File: src/hw/rtl/dsc_pkg.sv
`timescale 1ns / 1ps
// ----------------------------------------------------------------------------
// DiSEqC switch command sequencer package
// Field widths, action and type codes, and fixed message bytes.
// ----------------------------------------------------------------------------
package dsc_pkg;

   localparam int SAT_W   = 6;
   localparam int FREQ_W  = 27;
   localparam int LEN_W   = 3;
   localparam int MSG_W   = 48;
   localparam int CSR_W   = 4;
   localparam int CSR_IDX_W = 2;
   localparam int BCD_DIGITS = 9;
   localparam int BCD_W   = 4 * BCD_DIGITS;

   // action codes
   localparam logic [1:0] ACT_TONE  = 2'd0;
   localparam logic [1:0] ACT_VOLT  = 2'd1;
   localparam logic [1:0] ACT_MSG   = 2'd2;
   localparam logic [1:0] ACT_BURST = 2'd3;

   // protocol type codes
   localparam logic [2:0] TYPE_NONE  = 3'd0;
   localparam logic [2:0] TYPE_MINI  = 3'd1;
   localparam logic [2:0] TYPE_SMATV = 3'd2;
   localparam logic [2:0] TYPE_DQ10  = 3'd3;
   localparam logic [2:0] TYPE_DQ11  = 3'd4;
   localparam logic [2:0] TYPE_DQ12  = 3'd5;

   // uncommitted modes
   localparam logic [1:0] UNC_NONE  = 2'd0;
   localparam logic [1:0] UNC_GROUP = 2'd1;
   localparam logic [1:0] UNC_SAT   = 2'd2;
   localparam logic [1:0] UNC_BAD   = 2'd3;

   // register indexes
   localparam logic [CSR_IDX_W-1:0] REG_TYPE   = 2'd0;
   localparam logic [CSR_IDX_W-1:0] REG_REPEAT = 2'd1;
   localparam logic [CSR_IDX_W-1:0] REG_UNC    = 2'd2;

   // message bytes
   localparam logic [7:0] FRM_FIRST  = 8'hE0;
   localparam logic [7:0] FRM_REPEAT = 8'hE1;
   localparam logic [7:0] ADR_SWITCH = 8'h10;
   localparam logic [7:0] ADR_SMATV  = 8'h71;
   localparam logic [7:0] CMD_COMMIT = 8'h38;
   localparam logic [7:0] CMD_UNCOMM = 8'h39;
   localparam logic [7:0] CMD_FREQ   = 8'h58;
   localparam logic [7:0] PORT_BASE  = 8'hF0;
   localparam logic [7:0] NO_SAT     = 8'hFF;

   localparam logic [LEN_W-1:0] LEN_NONE  = 3'd0;
   localparam logic [LEN_W-1:0] LEN_SHORT = 3'd4;
   localparam logic [LEN_W-1:0] LEN_LONG  = 3'd6;

endpackage

File: src/hw/rtl/diseqc_switch_command_sequencer_core.sv
`timescale 1ns / 1ps
// ----------------------------------------------------------------------------
// DiSEqC switch command sequencer
// Turns one tune request into the ordered list of LNB actions.
// ----------------------------------------------------------------------------
//  channel  direction  handshake              payload
//  req      in         req_valid / req_stall  sat, polarity, band, IF kHz
//  rsp      out        rsp_valid / rsp_stall  action, level, length, bytes, last
//  csr      in         csr_write_enable       index, write data
//
//  One action leaves per cycle while the result side does not stall.
//  SMATV requests first run a shift-add-3 BCD conversion of the IF
//  frequency; a request yields 2 to 34 actions. The request side stalls
//  until the last action is loaded. Reset is synchronous and clears the
//  sequencer, the registers and the remembered satellite (no satellite yet).
// ----------------------------------------------------------------------------
module diseqc_switch_command_sequencer_core (
   input  logic                             clock,
   input  logic                             reset,
   input  logic                             req_valid,
   output logic                             req_stall,
   input  logic [dsc_pkg::SAT_W-1:0]        req_sat_number,
   input  logic                             req_polarity_bit,
   input  logic                             req_high_band,
   input  logic [dsc_pkg::FREQ_W-1:0]       req_if_frequency,
   output logic                             rsp_valid,
   input  logic                             rsp_stall,
   output logic [1:0]                       rsp_action,
   output logic                             rsp_level,
   output logic [dsc_pkg::LEN_W-1:0]        rsp_message_length,
   output logic [dsc_pkg::MSG_W-1:0]        rsp_message_bytes,
   output logic                             rsp_last,
   input  logic                             csr_write_enable,
   input  logic [dsc_pkg::CSR_IDX_W-1:0]    csr_index,
   input  logic [dsc_pkg::CSR_W-1:0]        csr_write_data
);
   import dsc_pkg::*;

   typedef enum logic [3:0] {
      ST_IDLE, ST_BCD, ST_TONE, ST_VOLT, ST_UNC_FIRST, ST_UNC_REP,
      ST_COMMIT, ST_REP_UNC, ST_REP_COM, ST_SMATV, ST_BURST
   } state_type;

   state_type            state_ff, state_in, after_unc, after_com;
   logic [2:0]           type_ff;
   logic [3:0]           rep_ff;
   logic [1:0]           mode_ff;
   logic [7:0]           prev_sat_ff;

   logic                 hb_ff, pol_ff, sat0_ff, send_ff, first_ff, first_in;
   logic [7:0]           xx_ff, cc_ff;
   logic [3:0]           cnt_ff, cnt_in;
   logic [FREQ_W-1:0]    bin_ff;
   logic [BCD_W-1:0]     bcd_ff, bcd_adj;
   logic [4:0]           bit_cnt_ff;

   logic                 rsp_valid_ff, rsp_level_ff, rsp_last_ff;
   logic [1:0]           rsp_action_ff;
   logic [LEN_W-1:0]     rsp_len_ff;
   logic [MSG_W-1:0]     rsp_bytes_ff;

   logic                 out_free, accept, emit;
   logic [1:0]           act_in;
   logic                 lvl_in;
   logic [LEN_W-1:0]     len_in;
   logic [MSG_W-1:0]     bytes_in;
   logic                 unc_on, unc_send, unc_update;
   logic [7:0]           cc_in, xx_in;

   assign req_stall          = (state_ff != ST_IDLE);
   assign accept             = req_valid && !req_stall;
   assign out_free           = !rsp_valid_ff || !rsp_stall;
   assign rsp_valid          = rsp_valid_ff;
   assign rsp_action         = rsp_action_ff;
   assign rsp_level          = rsp_level_ff;
   assign rsp_message_length = rsp_len_ff;
   assign rsp_message_bytes  = rsp_bytes_ff;
   assign rsp_last           = rsp_last_ff;

   // request decode
   always_comb begin
      unc_update = (type_ff == TYPE_DQ11) && (mode_ff != UNC_NONE);
      xx_in = PORT_BASE | {4'd0, req_sat_number[1:0], !req_polarity_bit, req_high_band};
      if (mode_ff == UNC_GROUP) begin
         unc_on = (prev_sat_ff[7:2] != {2'd0, req_sat_number[5:2]});
         cc_in  = PORT_BASE + {4'd0, req_sat_number[5:2]};
      end else begin
         unc_on = (prev_sat_ff != {2'd0, req_sat_number});
         cc_in  = PORT_BASE + {2'd0, req_sat_number};
      end
      unc_send = unc_update && unc_on;
   end

   // shift-add-3 digit correction
   always_comb begin
      for (int d = 0; d < BCD_DIGITS; d++) begin
         if (bcd_ff[4*d +: 4] >= 4'd5) bcd_adj[4*d +: 4] = bcd_ff[4*d +: 4] + 4'd3;
         else bcd_adj[4*d +: 4] = bcd_ff[4*d +: 4];
      end
   end

   // step sequencing
   always_comb begin
      if (type_ff >= TYPE_SMATV) after_unc = ST_COMMIT;
      else if (type_ff == TYPE_MINI) after_unc = ST_BURST;
      else after_unc = ST_IDLE;

      if (type_ff >= TYPE_DQ11 && rep_ff != 4'd0)
         after_com = (mode_ff == UNC_NONE) ? ST_REP_UNC : ST_REP_COM;
      else if (type_ff == TYPE_SMATV) after_com = ST_SMATV;
      else if (type_ff == TYPE_DQ10) after_com = ST_BURST;
      else after_com = ST_IDLE;

      state_in = state_ff;
      cnt_in   = cnt_ff;
      first_in = first_ff;
      emit     = 1'b0;
      act_in   = ACT_MSG;
      lvl_in   = 1'b0;
      len_in   = LEN_SHORT;
      bytes_in = '0;
      unique case (state_ff)
         ST_IDLE, ST_BCD: begin
            len_in = LEN_NONE;
         end
         ST_TONE: begin
            emit = 1'b1; act_in = ACT_TONE; lvl_in = hb_ff; len_in = LEN_NONE;
            state_in = ST_VOLT;
         end
         ST_VOLT: begin
            emit = 1'b1; act_in = ACT_VOLT; lvl_in = pol_ff; len_in = LEN_NONE;
            state_in = send_ff ? ST_UNC_FIRST : after_unc;
         end
         ST_UNC_FIRST: begin
            emit = 1'b1;
            bytes_in = {FRM_FIRST, ADR_SWITCH, CMD_UNCOMM, cc_ff, 16'd0};
            cnt_in = rep_ff;
            state_in = (rep_ff != 4'd0) ? ST_UNC_REP : after_unc;
         end
         ST_UNC_REP: begin
            emit = 1'b1;
            bytes_in = {FRM_REPEAT, ADR_SWITCH, CMD_UNCOMM, cc_ff, 16'd0};
            cnt_in = cnt_ff - 4'd1;
            state_in = (cnt_ff > 4'd1) ? ST_UNC_REP : after_unc;
         end
         ST_COMMIT: begin
            emit = 1'b1;
            bytes_in = {FRM_FIRST, ADR_SWITCH, CMD_COMMIT, xx_ff, 16'd0};
            cnt_in = rep_ff;
            first_in = 1'b1;
            state_in = after_com;
         end
         ST_REP_UNC: begin
            emit = 1'b1;
            bytes_in = {first_ff ? FRM_FIRST : FRM_REPEAT, ADR_SWITCH, CMD_UNCOMM,
                        xx_ff, 16'd0};
            first_in = 1'b0;
            state_in = ST_REP_COM;
         end
         ST_REP_COM: begin
            emit = 1'b1;
            bytes_in = {FRM_REPEAT, ADR_SWITCH, CMD_COMMIT, xx_ff, 16'd0};
            cnt_in = cnt_ff - 4'd1;
            if (cnt_ff > 4'd1)
               state_in = (mode_ff == UNC_NONE) ? ST_REP_UNC : ST_REP_COM;
            else
               state_in = ST_IDLE;
         end
         ST_SMATV: begin
            emit = 1'b1; len_in = LEN_LONG;
            bytes_in = {FRM_FIRST, ADR_SMATV, CMD_FREQ, bcd_ff[31:8]};
            state_in = ST_IDLE;
         end
         ST_BURST: begin
            emit = 1'b1; act_in = ACT_BURST; lvl_in = sat0_ff; len_in = LEN_NONE;
            state_in = ST_IDLE;
         end
         default: begin
            state_in = ST_IDLE;
         end
      endcase
   end

   always_ff @(posedge clock) begin
      if (reset) begin
         state_ff     <= ST_IDLE;
         rsp_valid_ff <= 1'b0;
         type_ff      <= TYPE_NONE;
         rep_ff       <= 4'd0;
         mode_ff      <= UNC_NONE;
         prev_sat_ff  <= NO_SAT;
      end else begin
         if (csr_write_enable) begin
            unique case (csr_index)
               REG_TYPE:   if (csr_write_data[2:0] <= TYPE_DQ12) type_ff <= csr_write_data[2:0];
               REG_REPEAT: rep_ff <= csr_write_data;
               REG_UNC:    mode_ff <= (csr_write_data[1:0] == UNC_BAD) ? UNC_NONE
                                                                      : csr_write_data[1:0];
               default: ;
            endcase
         end

         if (out_free) rsp_valid_ff <= emit;

         if (accept) begin
            hb_ff   <= req_high_band;
            pol_ff  <= req_polarity_bit;
            sat0_ff <= req_sat_number[0];
            xx_ff   <= xx_in;
            cc_ff   <= cc_in;
            send_ff <= unc_send;
            if (unc_update) prev_sat_ff <= {2'd0, req_sat_number};
            bin_ff     <= req_if_frequency;
            bcd_ff     <= '0;
            bit_cnt_ff <= 5'(FREQ_W);
            state_ff   <= (type_ff == TYPE_SMATV) ? ST_BCD : ST_TONE;
         end else if (state_ff == ST_BCD) begin
            bcd_ff     <= {bcd_adj[BCD_W-2:0], bin_ff[FREQ_W-1]};
            bin_ff     <= {bin_ff[FREQ_W-2:0], 1'b0};
            bit_cnt_ff <= bit_cnt_ff - 5'd1;
            if (bit_cnt_ff == 5'd1) state_ff <= ST_TONE;
         end else if (emit && out_free) begin
            state_ff      <= state_in;
            cnt_ff        <= cnt_in;
            first_ff      <= first_in;
            rsp_action_ff <= act_in;
            rsp_level_ff  <= lvl_in;
            rsp_len_ff    <= len_in;
            rsp_bytes_ff  <= bytes_in;
            rsp_last_ff   <= (state_in == ST_IDLE);
         end
      end
   end

   a_busy_after_accept: assert property (@(posedge clock) disable iff (reset)
      accept |=> req_stall)
      else $error("request taken while sequence still running");

   a_plain_action_no_msg: assert property (@(posedge clock) disable iff (reset)
      (rsp_valid && rsp_action != ACT_MSG) |->
         (rsp_message_length == LEN_NONE && rsp_message_bytes == '0))
      else $error("non-message action carries message bytes");

   a_msg_length: assert property (@(posedge clock) disable iff (reset)
      (rsp_valid && rsp_action == ACT_MSG) |->
         (rsp_message_length == LEN_SHORT || rsp_message_length == LEN_LONG))
      else $error("message beat with bad length");

   a_type_legal: assert property (@(posedge clock) disable iff (reset)
      type_ff <= TYPE_DQ12)
      else $error("undefined protocol type stored");

   a_idle_only_after_last: assert property (@(posedge clock) disable iff (reset)
      (state_ff != ST_IDLE && state_ff != ST_BCD && emit && out_free
         && state_in == ST_IDLE) |=> (rsp_valid && rsp_last))
      else $error("sequence ended without a last beat");

endmodule

File: config.mk
export PLATFORM = sky130hd
export DESIGN_NAME = diseqc_switch_command_sequencer_core
export DESIGN_NICKNAME = d
export VERILOG_FILES = /design/src/hw/rtl/dsc_pkg.sv /design/src/hw/rtl/diseqc_switch_command_sequencer_core.sv
export SDC_FILE = /design/constraint.sdc
export NUM_CORES = 1
export LEC_CHECK = 0
export ABC_AREA = 0
export ABC_CLOCK_PERIOD_IN_PS = 5100
export CORE_MARGIN = 3
export CORE_UTILIZATION = 66
export CTS_BUF_LIST = sky130_fd_sc_hd__clkbuf_4
export DETAILED_ROUTE_END_ITERATION = 12
export DONT_BUFFER_PORTS = 1
export GPL_ROUTABILITY_DRIVEN = 0
export GPL_TIMING_DRIVEN = 0
export HOLD_SLACK_MARGIN = 0.02
export PLACE_DENSITY_LB_ADDON = 0.12
export SLEW_MARGIN = 30
export SYNTH_ARGS = -nofsm -noshare
export SYNTH_HDL_FRONTEND = slang
export SYNTH_SLANG_ARGS = --single-unit
File: constraint.sdc
create_clock -name clock -period 5.1 [get_ports clock]
set_clock_uncertainty 0.2 [all_clocks]
set_input_delay 1.02 -clock clock [delete_from_list [all_inputs] [get_ports clock]]
set_output_delay 1.02 -clock clock [all_outputs]
set_load 0.005 [all_outputs]
==> results.py <==
metrics = {
    "run_status": {
        "status": "complete, no violations",
    },
    "grt": {
        "grt-ovfl-total": 0,
        "grt_pass1_wl_um": 22200,
        "grt_max_degree": 24,
        "antenna_found_initial": 0,
        "grt_usage_pct": 25.1,
        "grt_pass1_vias": 4650,
    },
    "finish": {
        "utilization_pct": 74.3,
        "diodes": 0,
        "area_growth_pct": 8.95,
        "stdcell_count": 813,
        "nNetsFinal": 735,
        "fillers": 731,
        "drive_gt1_share_pct": 10.0,
    },
    "timing": {
        "drv_slew": 0,
        "slew_headroom_pct": 42.2,
        "hold_viol_final": 0,
        "fin_tns_setup_ps": 0,
        "fin_crit_sh_pct": 57.9,
        "setup_violations": 0,
        "tightest_slew_ps": 845,
        "fmax_ghz": 0.339,
        "period_needed_ps": 2950,
        "rsz0062_at_grt": "false",
    },
    "die": {
        "boundaryPins": 103,
        "core_area_um2": 9820,
        "die-area_um2": 11400,
        "die_w_um": 107,
        "initial_core_util_pct": 68.2,
        "die_h_um": 107,
        "fp-row-count": 36,
    },
    "critical_path": {
        "path_delay_family": "buffers and inverters",
        "slowest_delay_ps": 420,
        "path_class": "register to output pin",
        "cp_data_arrival_time_ps": 1730,
        "cp_data_required_time_ps": 3880,
        "cp_num_buf_inv": 2,
        "critPathMaxFanout": 10,
        "crit_chain": "clkinv_1 > clkbuf_1 > nand2_1",
        "crit_slowest_cell": "dfxtp_1",
        "critPathLaunchType": "register",
        "cp-end-kind": "output pin",
    },
    "route": {
        "wl_per_cell_um": 16.7,
        "drt_first_pass_iters": 6,
        "drc_errors": 0,
        "vias_per_cell": 5.84,
        "vias": 4751,
        "drt_iter0_drc": 356,
        "ant_nets": 0,
        "totalWireLength_um": 13600,
    },
    "clock_network": {
        "cts.sinks": 137,
        "clk_pin_slew_ps": 110,
        "clk_latency_ps": 540,
        "postCtsHoldBufs": 0,
        "clk_path_buf_depth": 2,
        "cts_root_buf": "clkbuf_4",
        "htreeDepth": 4,
        "cts_tree": "done",
        "cts_resized": 0,
        "numCtsBuffers": 17,
        "post_cts_buffers": 0,
    },
    "synth": {
        "synthArstFlopShare_pct": 0,
        "synth_cells": 634,
        "ys_types": 58,
        "yosys_most_used_dff": "edfxtp_1",
        "ys_top_cells_by_area": "edfxtp_1 52%, nand2_1 6.4%, dfxtp_1 6.3%",
        "synth_seq_cells": 137,
        "synth.avg_cell_area_um2": 10.6,
        "synth.top_cell.area_share_pct": 52.0,
        "netlist.top_cell.by_area": "edfxtp_1",
        "synth_edf_count": 116,
        "syn_area_um2": 6700,
        "ys_warn_count": 0,
        "synth.yosys.seq_area_share_pct": 58.3,
    },
    "worst_hold_path": {
        "hp-class": "register to register",
    },
    "placement": {
        "port_buffers": 0,
        "dp.cells": 782,
        "dpl.hpwl_um": 9850,
    },
    "job": {
        "maxCapViolations": 0,
    },
    "pwr": {
        "p_per_area_nw_per_um2": 522,
        "vdd_ir_drop_max_uv": 292,
        "total_power_mw": 3.81,
        "power.leakage_nw": 2.89,
    },
}
[worst paths after layout]
path                  startpoint        endpoint  slack (ps)  depth (start not counted)
setup reg to reg     state_ff[3]      bcd_ff[22]        2390                          7
hold / removal    prev_sat_ff[6]  prev_sat_ff[6]         280                          1
setup / recovery     state_ff[0]       req_stall        2150                          3
hold reg to reg   prev_sat_ff[6]  prev_sat_ff[6]         280                          1
[cell usage in the layout (no fill, tap or decap), types with 3 or more instances in the layout]
| cell type | count |
|---|---|
| edfxtp_1 | 116 |
| nand2_1 | 115 |
| nor2_1 | 71 |
| a21oi_1 | 36 |
| inv_1 | 35 |
| buf_4 | 22 |
| ha_1 | 21 |
| dfxtp_1 | 21 |
| clkbuf_1 | 19 |
| o21ai_0 | 18 |
| clkbuf_4 | 17 |
| xnor2_1 | 16 |
| nor3_1 | 15 |
| nand2b_1 | 14 |
| conb_1 | 12 |
| and2_1 | 11 |
| xor2_1 | 10 |
| mux2i_1 | 8 |
| nor4_1 | 8 |
| nor3b_1 | 6 |
| a211o_1 | 6 |
| clkinv_1 | 5 |
| a221o_1 | 4 |
| a222oi_1 | 4 |
| buf_16 | 4 |
| nor2b_1 | 3 |
| nand3_1 | 3 |
| a221oi_1 | 3 |
| nand3b_1 | 3 |
| clkinv_2 | 3 |
[cell families after synthesis]
| family | after synthesis | share of synthesized area (%) |
|---|---|---|
| and+or+nand+nor | 266 | 18.0 |
| muxes | 9 | 1.36 |
| adders and majority gates | 21 | 3.92 |
| DFF | 137 | 58.3 |
| AOI/OAI and AO/OA | 91 | 8.84 |
| xor gates and xnor gates | 26 | 3.40 |
| other | 1 | 0.0560 |
| buffers and inverters | 83 | 6.15 |
[registers in the layout (all words and copies together), names as in the netlist, 2 cells and up]
name                cells
rsp_action              2
bin_ff                 27
bit_cnt_ff              5
xx_ff                   4
bcd_ff                 32
cnt_ff                  4
type_ff                 3
rep_ff                  4
rsp_message_bytes      28
prev_sat_ff             7
state_ff                4
cc_ff                   7
rsp_message_length      2
mode_ff                 2
[cells in the mapped netlist (2+ instances only)]
library cell	number
nor2_1	74
or2_2	2
nand3b_1	3
xor2_1	10
nand2b_1	14
buf_1	2
nand4_1	2
nand2_1	115
buf_2	2
xnor2_1	16
inv_1	35
a21oi_1	36
nor3_1	16
a221oi_1	3
o21ai_0	18
buf_4	22
and2_1	11
clkbuf_1	19
edfxtp_1	116
mux2i_1	8
nand3_1	3
a2111oi_0	2
nor3b_1	6
a211o_1	6
nor4_1	8
ha_1	21
a21o_1	2
a222oi_1	4
a221o_1	4
buf_6	2
a211oi_1	2
dfxtp_1	21
and3_1	2
nor2b_1	3
[through the flow]
stage	worst slack, ps	hold WS [ps]	area (µm²)
floorplan	311	228	6740
global placement	-952	243	6900
detailed placement	1970	264	7030
CTS	2150	288	7290
global route	2000	307	7300
finish	2150	282	7300
[metal layers]
metal  GRT usage (%)  up-vias  part of all wire, %
met4            9.13        0                  2.3
li1                -     2249                    -
met1            32.4     2206                   41
met2            41.4      255                   48
met3            6.38       41                  9.2
met5               0        -                    0
[power breakdown]
part	internal, mW	leakage, nW	switching, mW	total (mW)
Sequential	1.62	1.26	0.139	1.76
Combinational	0.492	1.50	0.892	1.38
Clock	0.282	0.138	0.383	0.665
Total	2.39	2.89	1.41	3.81
[layout make-up]
cell class	count	area, µm²	share of cell area [%]
multi-input cells	425	2440	33.5
well taps	133	166	2.28
clock inverters	14	131	1.80
repair buffers	4	110	1.51
clock buffers	17	128	1.75
flip-flops and latches	137	3900	53.5
inverters	36	135	1.85
plain buffers	47	277	3.79
No activity file was read; power rests on OpenSTA's default activity.
